$ cat src/hw/rtl/trs_pkg.sv
// Shared types, constants and helpers for the thermal ROI statistics block.
// Used by every module under hw/rtl; depends on nothing else.
package trs_pkg;

	localparam int MAX_DIM     = 1024;
	localparam int SAMPLE_BITS = 16;
	localparam int DIM_BITS    = $clog2(MAX_DIM);
	localparam int SIZE_BITS   = DIM_BITS + 1;
	localparam int COUNT_BITS  = 2 * DIM_BITS + 1;
	localparam int SUM_BITS    = SAMPLE_BITS + COUNT_BITS;
	localparam int MAG_BITS    = SUM_BITS - 1;
	localparam int REM_BITS    = COUNT_BITS + 1;
	localparam int STEP_BITS   = $clog2(MAG_BITS);

	localparam int QUEUE_DEPTH = 2;
	localparam int QPTR_BITS   = $clog2(QUEUE_DEPTH);

	localparam int CFG_INDEX_BITS = 3;
	localparam int CFG_DATA_BITS  = SIZE_BITS;

	localparam logic [CFG_INDEX_BITS-1:0] REG_FRAME_WIDTH  = 3'd0;
	localparam logic [CFG_INDEX_BITS-1:0] REG_FRAME_HEIGHT = 3'd1;
	localparam logic [CFG_INDEX_BITS-1:0] REG_CORNER_A_X   = 3'd2;
	localparam logic [CFG_INDEX_BITS-1:0] REG_CORNER_A_Y   = 3'd3;
	localparam logic [CFG_INDEX_BITS-1:0] REG_CORNER_B_X   = 3'd4;
	localparam logic [CFG_INDEX_BITS-1:0] REG_CORNER_B_Y   = 3'd5;

	localparam logic [SIZE_BITS-1:0] RST_FRAME_WIDTH  = SIZE_BITS'(32);
	localparam logic [SIZE_BITS-1:0] RST_FRAME_HEIGHT = SIZE_BITS'(24);

	typedef struct packed {
		logic [SIZE_BITS-1:0] frame_width;
		logic [SIZE_BITS-1:0] frame_height;
		logic [DIM_BITS-1:0]  corner_a_x;
		logic [DIM_BITS-1:0]  corner_a_y;
		logic [DIM_BITS-1:0]  corner_b_x;
		logic [DIM_BITS-1:0]  corner_b_y;
	} cfg_t;

	// Per-frame summary handed from the front to the back end.
	typedef struct packed {
		logic                          stats_valid;
		logic signed [SAMPLE_BITS-1:0] minimum_value;
		logic signed [SAMPLE_BITS-1:0] maximum_value;
		logic signed [SUM_BITS-1:0]    sum;
		logic [COUNT_BITS-1:0]         count;
		logic signed [SAMPLE_BITS-1:0] center_value;
		logic                          center_valid;
		logic [DIM_BITS-1:0]           coldest_x;
		logic [DIM_BITS-1:0]           coldest_y;
		logic [DIM_BITS-1:0]           hottest_x;
		logic [DIM_BITS-1:0]           hottest_y;
	} frame_sum_t;

	typedef enum logic [1:0] {
		ST_IDLE,
		ST_DIVIDE,
		ST_OUTPUT
	} back_state_t;

	// Zero reads as one, anything above MAX_DIM as MAX_DIM.
	function automatic logic [SIZE_BITS-1:0] clamp_dim(input logic [SIZE_BITS-1:0] v);
		logic [SIZE_BITS-1:0] r;
		r = v;
		if (v == '0) begin
			r = SIZE_BITS'(1);
		end else if (v > SIZE_BITS'(MAX_DIM)) begin
			r = SIZE_BITS'(MAX_DIM);
		end
		return r;
	endfunction

endpackage

$ cat src/hw/rtl/thermal_roi_statistics_top.sv
// Top level of the thermal ROI statistics block: configuration registers,
// front end, summary queue and divider back end. Uses trs_pkg and trs_*.
//
// Usage:
//   Pixels arrive on in_valid/in_ready (temperature, sample_valid) in
//   detector raster order. One result transaction leaves on
//   out_valid/out_ready after the last pixel of each frame.
//   Registers are written through cfg_write/cfg_index/cfg_data while idle.
// Throughput: the front end takes one pixel per cycle; in_ready drops only
//   when the two-entry summary queue is full.
// Result: the back end forms the average with a one-bit-per-cycle restoring
//   divider after taking a summary from the queue, and skips the divider when
//   the region holds no valid sample.
// Reset: arst_n clears counters, statistics, queue pointers and the back-end
//   state, and sets the frame to 32 x 24 with both corners at the origin.
// Stall: a result waits in the back end until taken; meanwhile up to two
//   further frame summaries queue up before pixel input is held off.
module thermal_roi_statistics_top (
	input  logic                                        clk,
	input  logic                                        arst_n,
	input  logic                                        cfg_write,
	input  logic [trs_pkg::CFG_INDEX_BITS-1:0]          cfg_index,
	input  logic [trs_pkg::CFG_DATA_BITS-1:0]           cfg_data,
	input  logic                                        in_valid,
	output logic                                        in_ready,
	input  logic signed [trs_pkg::SAMPLE_BITS-1:0]      temperature,
	input  logic                                        sample_valid,
	output logic                                        out_valid,
	input  logic                                        out_ready,
	output logic                                        stats_valid,
	output logic signed [trs_pkg::SAMPLE_BITS-1:0]      minimum_value,
	output logic signed [trs_pkg::SAMPLE_BITS-1:0]      maximum_value,
	output logic signed [trs_pkg::SAMPLE_BITS-1:0]      average_value,
	output logic signed [trs_pkg::SAMPLE_BITS-1:0]      center_value,
	output logic                                        center_valid,
	output logic [trs_pkg::DIM_BITS-1:0]                coldest_x,
	output logic [trs_pkg::DIM_BITS-1:0]                coldest_y,
	output logic [trs_pkg::DIM_BITS-1:0]                hottest_x,
	output logic [trs_pkg::DIM_BITS-1:0]                hottest_y,
	output logic [trs_pkg::COUNT_BITS-1:0]              valid_count
);

	trs_pkg::cfg_t       cfg_q;
	trs_pkg::frame_sum_t push_data, pop_data, result;
	logic                push, pop, q_full, q_valid;

	always_ff @(posedge clk or negedge arst_n) begin
		if (!arst_n) begin
			cfg_q.frame_width  <= trs_pkg::RST_FRAME_WIDTH;
			cfg_q.frame_height <= trs_pkg::RST_FRAME_HEIGHT;
			cfg_q.corner_a_x   <= '0;
			cfg_q.corner_a_y   <= '0;
			cfg_q.corner_b_x   <= '0;
			cfg_q.corner_b_y   <= '0;
		end else if (cfg_write) begin
			unique case (cfg_index)
				trs_pkg::REG_FRAME_WIDTH:  cfg_q.frame_width  <= cfg_data;
				trs_pkg::REG_FRAME_HEIGHT: cfg_q.frame_height <= cfg_data;
				trs_pkg::REG_CORNER_A_X:   cfg_q.corner_a_x <= cfg_data[trs_pkg::DIM_BITS-1:0];
				trs_pkg::REG_CORNER_A_Y:   cfg_q.corner_a_y <= cfg_data[trs_pkg::DIM_BITS-1:0];
				trs_pkg::REG_CORNER_B_X:   cfg_q.corner_b_x <= cfg_data[trs_pkg::DIM_BITS-1:0];
				trs_pkg::REG_CORNER_B_Y:   cfg_q.corner_b_y <= cfg_data[trs_pkg::DIM_BITS-1:0];
				default: ;
			endcase
		end
	end

	trs_front u_front (
		.clk          (clk),
		.arst_n       (arst_n),
		.cfg          (cfg_q),
		.in_valid     (in_valid),
		.in_ready     (in_ready),
		.temperature  (temperature),
		.sample_valid (sample_valid),
		.q_full       (q_full),
		.push         (push),
		.push_data    (push_data)
	);

	trs_queue u_queue (
		.clk       (clk),
		.arst_n    (arst_n),
		.push      (push),
		.push_data (push_data),
		.full      (q_full),
		.pop       (pop),
		.pop_data  (pop_data),
		.not_empty (q_valid)
	);

	trs_back u_back (
		.clk       (clk),
		.arst_n    (arst_n),
		.q_valid   (q_valid),
		.q_data    (pop_data),
		.pop       (pop),
		.out_valid (out_valid),
		.out_ready (out_ready),
		.result    (result),
		.average   (average_value)
	);

	assign stats_valid   = result.stats_valid;
	assign minimum_value = result.minimum_value;
	assign maximum_value = result.maximum_value;
	assign center_value  = result.center_value;
	assign center_valid  = result.center_valid;
	assign coldest_x     = result.coldest_x;
	assign coldest_y     = result.coldest_y;
	assign hottest_x     = result.hottest_x;
	assign hottest_y     = result.hottest_y;
	assign valid_count   = result.count;

endmodule

$ cat src/hw/rtl/trs_front.sv
// Pixel front end: raster counters, region test and running statistics.
// Pushes one frame_sum_t per frame into the queue. Depends on trs_pkg.
module trs_front (
	input  logic                                   clk,
	input  logic                                   arst_n,
	input  trs_pkg::cfg_t                          cfg,
	input  logic                                   in_valid,
	output logic                                   in_ready,
	input  logic signed [trs_pkg::SAMPLE_BITS-1:0] temperature,
	input  logic                                   sample_valid,
	input  logic                                   q_full,
	output logic                                   push,
	output trs_pkg::frame_sum_t                    push_data
);

	logic [trs_pkg::DIM_BITS-1:0]           col_q, row_q;
	logic signed [trs_pkg::SUM_BITS-1:0]    sum_q, sum_n;
	logic [trs_pkg::COUNT_BITS-1:0]         cnt_q, cnt_n;
	logic signed [trs_pkg::SAMPLE_BITS-1:0] min_q, min_n, max_q, max_n;
	logic [trs_pkg::DIM_BITS-1:0]           cold_x_q, cold_y_q, hot_x_q, hot_y_q;
	logic [trs_pkg::DIM_BITS-1:0]           cold_x_n, cold_y_n, hot_x_n, hot_y_n;
	logic signed [trs_pkg::SAMPLE_BITS-1:0] cen_val_q, cen_val_n;
	logic                                   cen_seen_q, cen_seen_n;

	logic [trs_pkg::SIZE_BITS-1:0] w, h, py_full, span, cx, cy;
	logic [trs_pkg::SIZE_BITS-1:0] hm1, wm1;
	logic [trs_pkg::DIM_BITS-1:0]  left, right, top, bottom, right0, bottom0, px, py;
	logic                          region_ok, in_roi, hit, last_col, last_frame, accept;
	logic signed [trs_pkg::SUM_BITS-1:0] t_ext;
	trs_pkg::frame_sum_t           rec;

	assign in_ready = !q_full;
	assign accept   = in_valid && in_ready;
	assign push     = accept && last_frame;
	assign push_data = rec;

	always_comb begin
		w   = trs_pkg::clamp_dim(cfg.frame_width);
		h   = trs_pkg::clamp_dim(cfg.frame_height);
		hm1 = h - trs_pkg::SIZE_BITS'(1);
		wm1 = w - trs_pkg::SIZE_BITS'(1);

		// Normalize the corners, then clip to the rotated image.
		left    = (cfg.corner_a_x < cfg.corner_b_x) ? cfg.corner_a_x : cfg.corner_b_x;
		right0  = (cfg.corner_a_x < cfg.corner_b_x) ? cfg.corner_b_x : cfg.corner_a_x;
		top     = (cfg.corner_a_y < cfg.corner_b_y) ? cfg.corner_a_y : cfg.corner_b_y;
		bottom0 = (cfg.corner_a_y < cfg.corner_b_y) ? cfg.corner_b_y : cfg.corner_a_y;
		right   = (trs_pkg::SIZE_BITS'(right0) > hm1) ? hm1[trs_pkg::DIM_BITS-1:0] : right0;
		bottom  = (trs_pkg::SIZE_BITS'(bottom0) > wm1) ? wm1[trs_pkg::DIM_BITS-1:0] : bottom0;
		region_ok = (left <= right) && (top <= bottom);

		px      = row_q;
		py_full = wm1 - trs_pkg::SIZE_BITS'(col_q);
		py      = py_full[trs_pkg::DIM_BITS-1:0];
		in_roi  = region_ok
			&& (trs_pkg::SIZE_BITS'(col_q) < w)
			&& (trs_pkg::SIZE_BITS'(row_q) < h)
			&& (px >= left) && (px <= right) && (py >= top) && (py <= bottom);
		hit = in_roi && sample_valid;

		span = trs_pkg::SIZE_BITS'(right) - trs_pkg::SIZE_BITS'(left) + trs_pkg::SIZE_BITS'(1);
		cx   = trs_pkg::SIZE_BITS'(left) + (span >> 1);
		span = trs_pkg::SIZE_BITS'(bottom) - trs_pkg::SIZE_BITS'(top) + trs_pkg::SIZE_BITS'(1);
		cy   = trs_pkg::SIZE_BITS'(top) + (span >> 1);

		last_col   = (trs_pkg::SIZE_BITS'(col_q) + trs_pkg::SIZE_BITS'(1)) >= w;
		last_frame = last_col && ((trs_pkg::SIZE_BITS'(row_q) + trs_pkg::SIZE_BITS'(1)) >= h);

		t_ext = {{(trs_pkg::SUM_BITS - trs_pkg::SAMPLE_BITS){temperature[trs_pkg::SAMPLE_BITS-1]}},
			temperature};

		sum_n    = sum_q;
		cnt_n    = cnt_q;
		min_n    = min_q;
		max_n    = max_q;
		cold_x_n = cold_x_q;
		cold_y_n = cold_y_q;
		hot_x_n  = hot_x_q;
		hot_y_n  = hot_y_q;
		if (hit) begin
			sum_n = sum_q + t_ext;
			cnt_n = cnt_q + trs_pkg::COUNT_BITS'(1);
			if (cnt_q == '0) begin
				min_n    = temperature;
				max_n    = temperature;
				cold_x_n = px;
				cold_y_n = py;
				hot_x_n  = px;
				hot_y_n  = py;
			end else begin
				// Equal values move the position only if earlier in image raster order.
				if ((temperature < min_q) || ((temperature == min_q)
					&& ((py < cold_y_q) || ((py == cold_y_q) && (px < cold_x_q))))) begin
					min_n    = temperature;
					cold_x_n = px;
					cold_y_n = py;
				end
				if ((temperature > max_q) || ((temperature == max_q)
					&& ((py < hot_y_q) || ((py == hot_y_q) && (px < hot_x_q))))) begin
					max_n   = temperature;
					hot_x_n = px;
					hot_y_n = py;
				end
			end
		end

		cen_val_n  = cen_val_q;
		cen_seen_n = cen_seen_q;
		if (in_roi && (trs_pkg::SIZE_BITS'(px) == cx) && (trs_pkg::SIZE_BITS'(py) == cy)) begin
			cen_seen_n = sample_valid;
			cen_val_n  = sample_valid ? temperature : '0;
		end

		rec = '0;
		if (region_ok && (cnt_n != '0)) begin
			rec.stats_valid   = 1'b1;
			rec.minimum_value = min_n;
			rec.maximum_value = max_n;
			rec.sum           = sum_n;
			rec.count         = cnt_n;
			rec.center_value  = cen_seen_n ? cen_val_n : '0;
			rec.center_valid  = cen_seen_n;
			rec.coldest_x     = cold_x_n;
			rec.coldest_y     = cold_y_n;
			rec.hottest_x     = hot_x_n;
			rec.hottest_y     = hot_y_n;
		end
	end

	always_ff @(posedge clk or negedge arst_n) begin
		if (!arst_n) begin
			col_q      <= '0;
			row_q      <= '0;
			sum_q      <= '0;
			cnt_q      <= '0;
			min_q      <= '0;
			max_q      <= '0;
			cold_x_q   <= '0;
			cold_y_q   <= '0;
			hot_x_q    <= '0;
			hot_y_q    <= '0;
			cen_val_q  <= '0;
			cen_seen_q <= 1'b0;
		end else if (accept) begin
			if (last_frame) begin
				// Frame summary leaves through push_data; start over.
				col_q      <= '0;
				row_q      <= '0;
				sum_q      <= '0;
				cnt_q      <= '0;
				min_q      <= '0;
				max_q      <= '0;
				cold_x_q   <= '0;
				cold_y_q   <= '0;
				hot_x_q    <= '0;
				hot_y_q    <= '0;
				cen_val_q  <= '0;
				cen_seen_q <= 1'b0;
			end else begin
				if (last_col) begin
					col_q <= '0;
					row_q <= row_q + trs_pkg::DIM_BITS'(1);
				end else begin
					col_q <= col_q + trs_pkg::DIM_BITS'(1);
				end
				sum_q      <= sum_n;
				cnt_q      <= cnt_n;
				min_q      <= min_n;
				max_q      <= max_n;
				cold_x_q   <= cold_x_n;
				cold_y_q   <= cold_y_n;
				hot_x_q    <= hot_x_n;
				hot_y_q    <= hot_y_n;
				cen_val_q  <= cen_val_n;
				cen_seen_q <= cen_seen_n;
			end
		end
	end

endmodule

$ cat src/hw/rtl/trs_queue.sv
// Short FIFO of frame summaries between front and back end.
// Depends on trs_pkg for the entry type and depth.
module trs_queue (
	input  logic                clk,
	input  logic                arst_n,
	input  logic                push,
	input  trs_pkg::frame_sum_t push_data,
	output logic                full,
	input  logic                pop,
	output trs_pkg::frame_sum_t pop_data,
	output logic                not_empty
);

	trs_pkg::frame_sum_t              entry_q [trs_pkg::QUEUE_DEPTH];
	logic [trs_pkg::QPTR_BITS-1:0]    wr_ptr_q, rd_ptr_q;
	logic [trs_pkg::QPTR_BITS:0]      count_q;

	assign full      = (count_q == (trs_pkg::QPTR_BITS + 1)'(trs_pkg::QUEUE_DEPTH));
	assign not_empty = (count_q != '0);
	assign pop_data  = entry_q[rd_ptr_q];

	always_ff @(posedge clk) begin
		if (push) begin
			entry_q[wr_ptr_q] <= push_data;
		end
	end

	always_ff @(posedge clk or negedge arst_n) begin
		if (!arst_n) begin
			wr_ptr_q <= '0;
			rd_ptr_q <= '0;
			count_q  <= '0;
		end else begin
			if (push) begin
				wr_ptr_q <= (wr_ptr_q == trs_pkg::QPTR_BITS'(trs_pkg::QUEUE_DEPTH - 1))
					? '0 : wr_ptr_q + trs_pkg::QPTR_BITS'(1);
			end
			if (pop) begin
				rd_ptr_q <= (rd_ptr_q == trs_pkg::QPTR_BITS'(trs_pkg::QUEUE_DEPTH - 1))
					? '0 : rd_ptr_q + trs_pkg::QPTR_BITS'(1);
			end
			if (push && !pop) begin
				count_q <= count_q + (trs_pkg::QPTR_BITS + 1)'(1);
			end else if (pop && !push) begin
				count_q <= count_q - (trs_pkg::QPTR_BITS + 1)'(1);
			end
		end
	end

endmodule

$ cat src/hw/rtl/trs_back.sv
// Back end: takes a frame summary, forms the average with a one bit per
// cycle restoring divider and holds the result until it is taken. Uses trs_pkg.
module trs_back (
	input  logic                                   clk,
	input  logic                                   arst_n,
	input  logic                                   q_valid,
	input  trs_pkg::frame_sum_t                    q_data,
	output logic                                   pop,
	output logic                                   out_valid,
	input  logic                                   out_ready,
	output trs_pkg::frame_sum_t                    result,
	output logic signed [trs_pkg::SAMPLE_BITS-1:0] average
);

	trs_pkg::back_state_t                state_q, state_n;
	trs_pkg::frame_sum_t                 rec_q;
	logic [trs_pkg::MAG_BITS-1:0]        quo_q;
	logic [trs_pkg::COUNT_BITS-1:0]      rem_q, rem_n;
	logic [trs_pkg::STEP_BITS-1:0]       step_q;
	logic                                neg_q;
	logic [trs_pkg::REM_BITS-1:0]        rem_sh, rem_diff;
	logic                                fits;
	logic signed [trs_pkg::SUM_BITS-1:0] abs_sum;
	logic                                last_step;

	always_comb begin
		abs_sum  = q_data.sum[trs_pkg::SUM_BITS-1] ? -q_data.sum : q_data.sum;
		rem_sh   = {rem_q, quo_q[trs_pkg::MAG_BITS-1]};
		rem_diff = rem_sh - trs_pkg::REM_BITS'(rec_q.count);
		fits     = rem_sh >= trs_pkg::REM_BITS'(rec_q.count);
		rem_n    = fits ? rem_diff[trs_pkg::COUNT_BITS-1:0] : rem_sh[trs_pkg::COUNT_BITS-1:0];
		last_step = (step_q == trs_pkg::STEP_BITS'(trs_pkg::MAG_BITS - 1));
	end

	always_comb begin
		state_n = state_q;
		unique case (state_q)
			trs_pkg::ST_IDLE: begin
				if (q_valid) begin
					// Empty statistics skip the divider; the quotient loads as zero.
					state_n = q_data.stats_valid ? trs_pkg::ST_DIVIDE : trs_pkg::ST_OUTPUT;
				end
			end
			trs_pkg::ST_DIVIDE: begin
				if (last_step) begin
					state_n = trs_pkg::ST_OUTPUT;
				end
			end
			trs_pkg::ST_OUTPUT: begin
				if (out_ready) begin
					state_n = trs_pkg::ST_IDLE;
				end
			end
			default: state_n = trs_pkg::ST_IDLE;
		endcase
	end

	always_comb begin
		pop       = (state_q == trs_pkg::ST_IDLE) && q_valid;
		out_valid = (state_q == trs_pkg::ST_OUTPUT);
		result    = rec_q;
		average   = neg_q ? -quo_q[trs_pkg::SAMPLE_BITS-1:0] : quo_q[trs_pkg::SAMPLE_BITS-1:0];
	end

	always_ff @(posedge clk or negedge arst_n) begin
		if (!arst_n) begin
			state_q <= trs_pkg::ST_IDLE;
		end else begin
			state_q <= state_n;
		end
	end

	always_ff @(posedge clk) begin
		if (pop) begin
			rec_q  <= q_data;
			neg_q  <= q_data.sum[trs_pkg::SUM_BITS-1];
			quo_q  <= abs_sum[trs_pkg::MAG_BITS-1:0];
			rem_q  <= '0;
			step_q <= '0;
		end else if (state_q == trs_pkg::ST_DIVIDE) begin
			// Shift the dividend through, one quotient bit per cycle.
			rem_q  <= rem_n;
			quo_q  <= {quo_q[trs_pkg::MAG_BITS-2:0], fits};
			step_q <= step_q + trs_pkg::STEP_BITS'(1);
		end
	end

endmodule

$ cat config.mk
export PLATFORM = sky130hd
export DESIGN_NAME = thermal_roi_statistics_top
export DESIGN_NICKNAME = d
export VERILOG_FILES = /design/src/hw/rtl/trs_pkg.sv /design/src/hw/rtl/thermal_roi_statistics_top.sv /design/src/hw/rtl/trs_front.sv /design/src/hw/rtl/trs_queue.sv /design/src/hw/rtl/trs_back.sv
export SDC_FILE = /design/constraint.sdc
export NUM_CORES = 2
export LEC_CHECK = 0
export ABC_AREA = 1
export BUFFER_PORTS_ARGS = -buffer_cell sky130_fd_sc_hd__buf_2
export CAP_MARGIN = 40
export CORE_MARGIN = 5
export CORE_UTILIZATION = 45
export CTS_BUF_LIST = sky130_fd_sc_hd__clkbuf_2
export CTS_CLUSTER_DIAMETER = 80
export CTS_CLUSTER_SIZE = 10
export DETAILED_ROUTE_END_ITERATION = 12
export GPL_ROUTABILITY_DRIVEN = 0
export GPL_TIMING_DRIVEN = 0
export SYNTH_ARGS = -nofsm -noshare
export SYNTH_HDL_FRONTEND = slang
export SYNTH_SLANG_ARGS = --single-unit
$ cat constraint.sdc
create_clock -name clk -period 11.6 [get_ports clk]
set_clock_uncertainty 0.05 [all_clocks]
set_input_delay 1.74 -clock clk [delete_from_list [all_inputs] [get_ports clk]]
set_output_delay 1.74 -clock clk [all_outputs]
set_load 0.01 [all_outputs]
==> results.md <==
* Largest net degree at the start of global routing at 113
* Largest stage delay, worst path at 0.43 ns
* Fin crit share at 77.66%
* Initial detailed-routing violation count at 2506
* Relative slew margins at 42.45%
* GR Util All Layers at 22.75%
* CP Launch Type: flop
* Row count at 111
* Syn Nets at 5298
* Clk sinks at 706
* Post-synth top flop: edfxtp_1
* Routed WL at 114500 um
* Syn Area/Cell at 8.475 um^2
* DR WL/cell at 17.57 um
* Min Tclk post-route at 9.009 ns
* CP Max Fanout at 10
* CP required at 12.62 ns
* Crit Reg-Reg Startpoint: cfg_q[13]$_DFFE_PN0P_
* Max Fclk at 111.0 MHz
* Slew Viols, Final at 0
* Worst-margin pin slew at 0.8553 ns
* Clk_lat worst skew at 1.35 ns
* Slowest-stage cell, CP: dfrtp_1
* Area growth from synthesis to final layout at 9.017%
* Die height at 314.4 um
* Count leader, synth: nand2_1
* Post-synth EDFFs at 444
* Final HPWL DP at 88200 um
* Final Hold Viols at 0
* Crit path DAT at 10.03 ns
* Clk Tree Root Cell: clkbuf_2
* Nets@finish at 5574
* Routed vias/inst at 5.170
* TritonCTS clock tree: yes
* Antenna viol nets, final at 0
* Final hold slack at 0.4094 ns
* Die area at 98820 um^2
* PortBufs at 164
* CTS Buf Count at 83
* DR DRC count at 0
* Setup repair after global routing missed its margin: false
* CTS H-Tree Depth at 3
* Worst Setup SP: cfg_q[13]$_DFFE_PN0P_
* Status: completed
* Core Box Area at 91800 um^2
* Max-cap violations at 0
* Library cells used by synthesis at 54
* Fillers at 8881
* Top Ports at 165
* Yosys reg bits at 706
* Global route total overflow at 0
* DR pass1 iterations at 5
* Reg clk slew, reported paths at 0.18 ns
* Synth area leaders: edfxtp_1, dfrtp_1, nand2_1
* Synth warn at 0
* Initial antenna violation count at 13
* Endpoint class of the critical path: flop
* Setup CP Type: reg2reg
* Post-synth top area cell: edfxtp_1
* Clock tree buffer depth at 3
* Die Span X at 314.4 um
* Setup violators final at 0
* Synth top area share at 31.99%
* Gate Count Post-Synth at 4918
* DR vias at 33700
* Starting Density at 45.40%
* Vias in the first global route at 32100
* First-pass GRT wire length at 177900 um
* Async SR Flop Fraction at 33.29%
* Layout cells sized above 1 at 8.015%
* Mapped Area at 41680 um^2
* Sequential area share after synthesis at 47.40%
* Worst min path class: reg2reg
* CP dominant cell by count: nand2_1
* HP Start: u_queue.entry_q[0][54]$_DFFE_PP_
* Most frequent cells after synthesis: nand2_1, inv_1, o21ai_0, edfxtp_1, nor2_1
[state kept, by name (all words and copies together) (netlist names), 16 cells and up]
signal and cells:
u_back.rem_q 21, cfg_q 62, u_back.quo_q 36, u_front.cen_val_q 16, u_front.max_q 16, u_front.min_q 16
u_front.cnt_q 21, u_queue.entry_q 296, u_back.result 111, u_front.sum_q 37
[metal layers]
metal,global-route usage (%),vias up,part of all wire (%)
li1,-,16960,-
met1,29.56,15740,43
met2,39.78,794,49
met3,2.798,202,4.8
met4,7.304,2,3.3
met5,0,-,0.011
[metrics by stage]
step | area (um^2) | setup TNS [ns] | utilization, % | setup WS [ns] | instances
2_1_floorplan | 41680 | 0 | - | 1.903 | 4918
3_3_place_gp | 44060 | -846.25 | 47.99 | -2.889 | 6325
3_5_place_dp | 44550 | 0 | 48.53 | 2.529 | 6351
4_1_cts | 45420 | 0 | 49.47 | 2.523 | 6508
5_1_grt | 45430 | 0 | 49.49 | 1.766 | 6513
6_report | 45440 | 0 | 49.50 | 2.591 | 6518
[repair_timing]
item | CTS | global route
setup endpoints to repair | 0 | 0
hold buffers | 1 | 0
hold endpoints to repair | 17 | 0
setup buffers | 0 | 0
gates resized for setup | 0 | 0
[final cells by class]
class	count	area, um^2	area share, %
sequential	706	19760	43.48
multi-input combinational	3480	19080	41.99
inverter	577	2171	4.777
tap	1243	1555	3.423
timing repair buffer	191	1306	2.875
clock buffer	142	710.7	1.564
buffer	155	693.2	1.525
clock inverter	14	141.4	0.3111
antenna	10	25.02	0.05507
[worst paths after layout]
kind,endpoint,slack (ns),depth (start not counted)
max,u_queue.entry_q[0][47]$_DFFE_PP_,2.59,53
min,u_back.result[54]$_DFFE_PP_,0.41,2
max reg2reg,u_queue.entry_q[0][47]$_DFFE_PP_,2.59,53
min reg2reg,u_back.result[54]$_DFFE_PP_,0.41,2
max in group asynchronous,cfg_q[15]$_DFFE_PN0P_,9.74,3
min in group asynchronous,u_front.sum_q[24]$_DFFE_PN0P_,0.73,2
[placed cells by master, fill, tap and decap left out, types with 7 or more instances in the layout]
| master | count |
|---|---|
| buf_6 | 9 |
| mux2i_1 | 12 |
| ha_1 | 337 |
| nand3_1 | 154 |
| edfxtp_1 | 444 |
| inv_1 | 571 |
| o211ai_1 | 14 |
| o21a_1 | 9 |
| nand2_1 | 1364 |
| clkbuf_2 | 142 |
| a21boi_0 | 8 |
| xnor2_1 | 48 |
| fa_1 | 7 |
| nor4_1 | 16 |
| dfrtp_1 | 232 |
| o21ai_1 | 22 |
| o21ai_0 | 481 |
| o21bai_1 | 15 |
| buf_12 | 10 |
| buf_4 | 15 |
| nand4_1 | 54 |
| or2_2 | 25 |
| xor2_1 | 114 |
| nor3_1 | 33 |
| o22ai_1 | 68 |
| a21o_1 | 15 |
| buf_2 | 176 |
| a21oi_1 | 200 |
| nor2_1 | 402 |
| diode_2 | 10 |
| dfxtp_1 | 27 |
| a31oi_1 | 24 |
| clkbuf_1 | 119 |
[worst max-delay path: cells and delay by family, from the launching register on]
family,cells,cell delay [ns]
XOR/XNOR,2,0.31
adder cells (fa/ha/maj),6,1.75
flip-flops,1,0.43
AND/OR/NAND/NOR,19,2.27
AO/OA/AOI/OAI,15,2.34
buffers and inverters,11,1.63
[cell families after synthesis]
| kind of cell | after synthesis | synth area share, % |
|---|---|---|
| flip-flops | 706 | 47.40 |
| AND/OR/NAND/NOR | 2077 | 20.07 |
| multiplexers | 12 | 0.2882 |
| buffers and inverters | 732 | 6.859 |
| adder cells (fa/ha/maj) | 344 | 10.45 |
| AO/OA/AOI/OAI | 884 | 11.48 |
| XOR/XNOR | 163 | 3.458 |
Power is left out: the tool's default activity adds up to more than one toggle a clock period on the data nets, which glitch-free logic cannot reach.
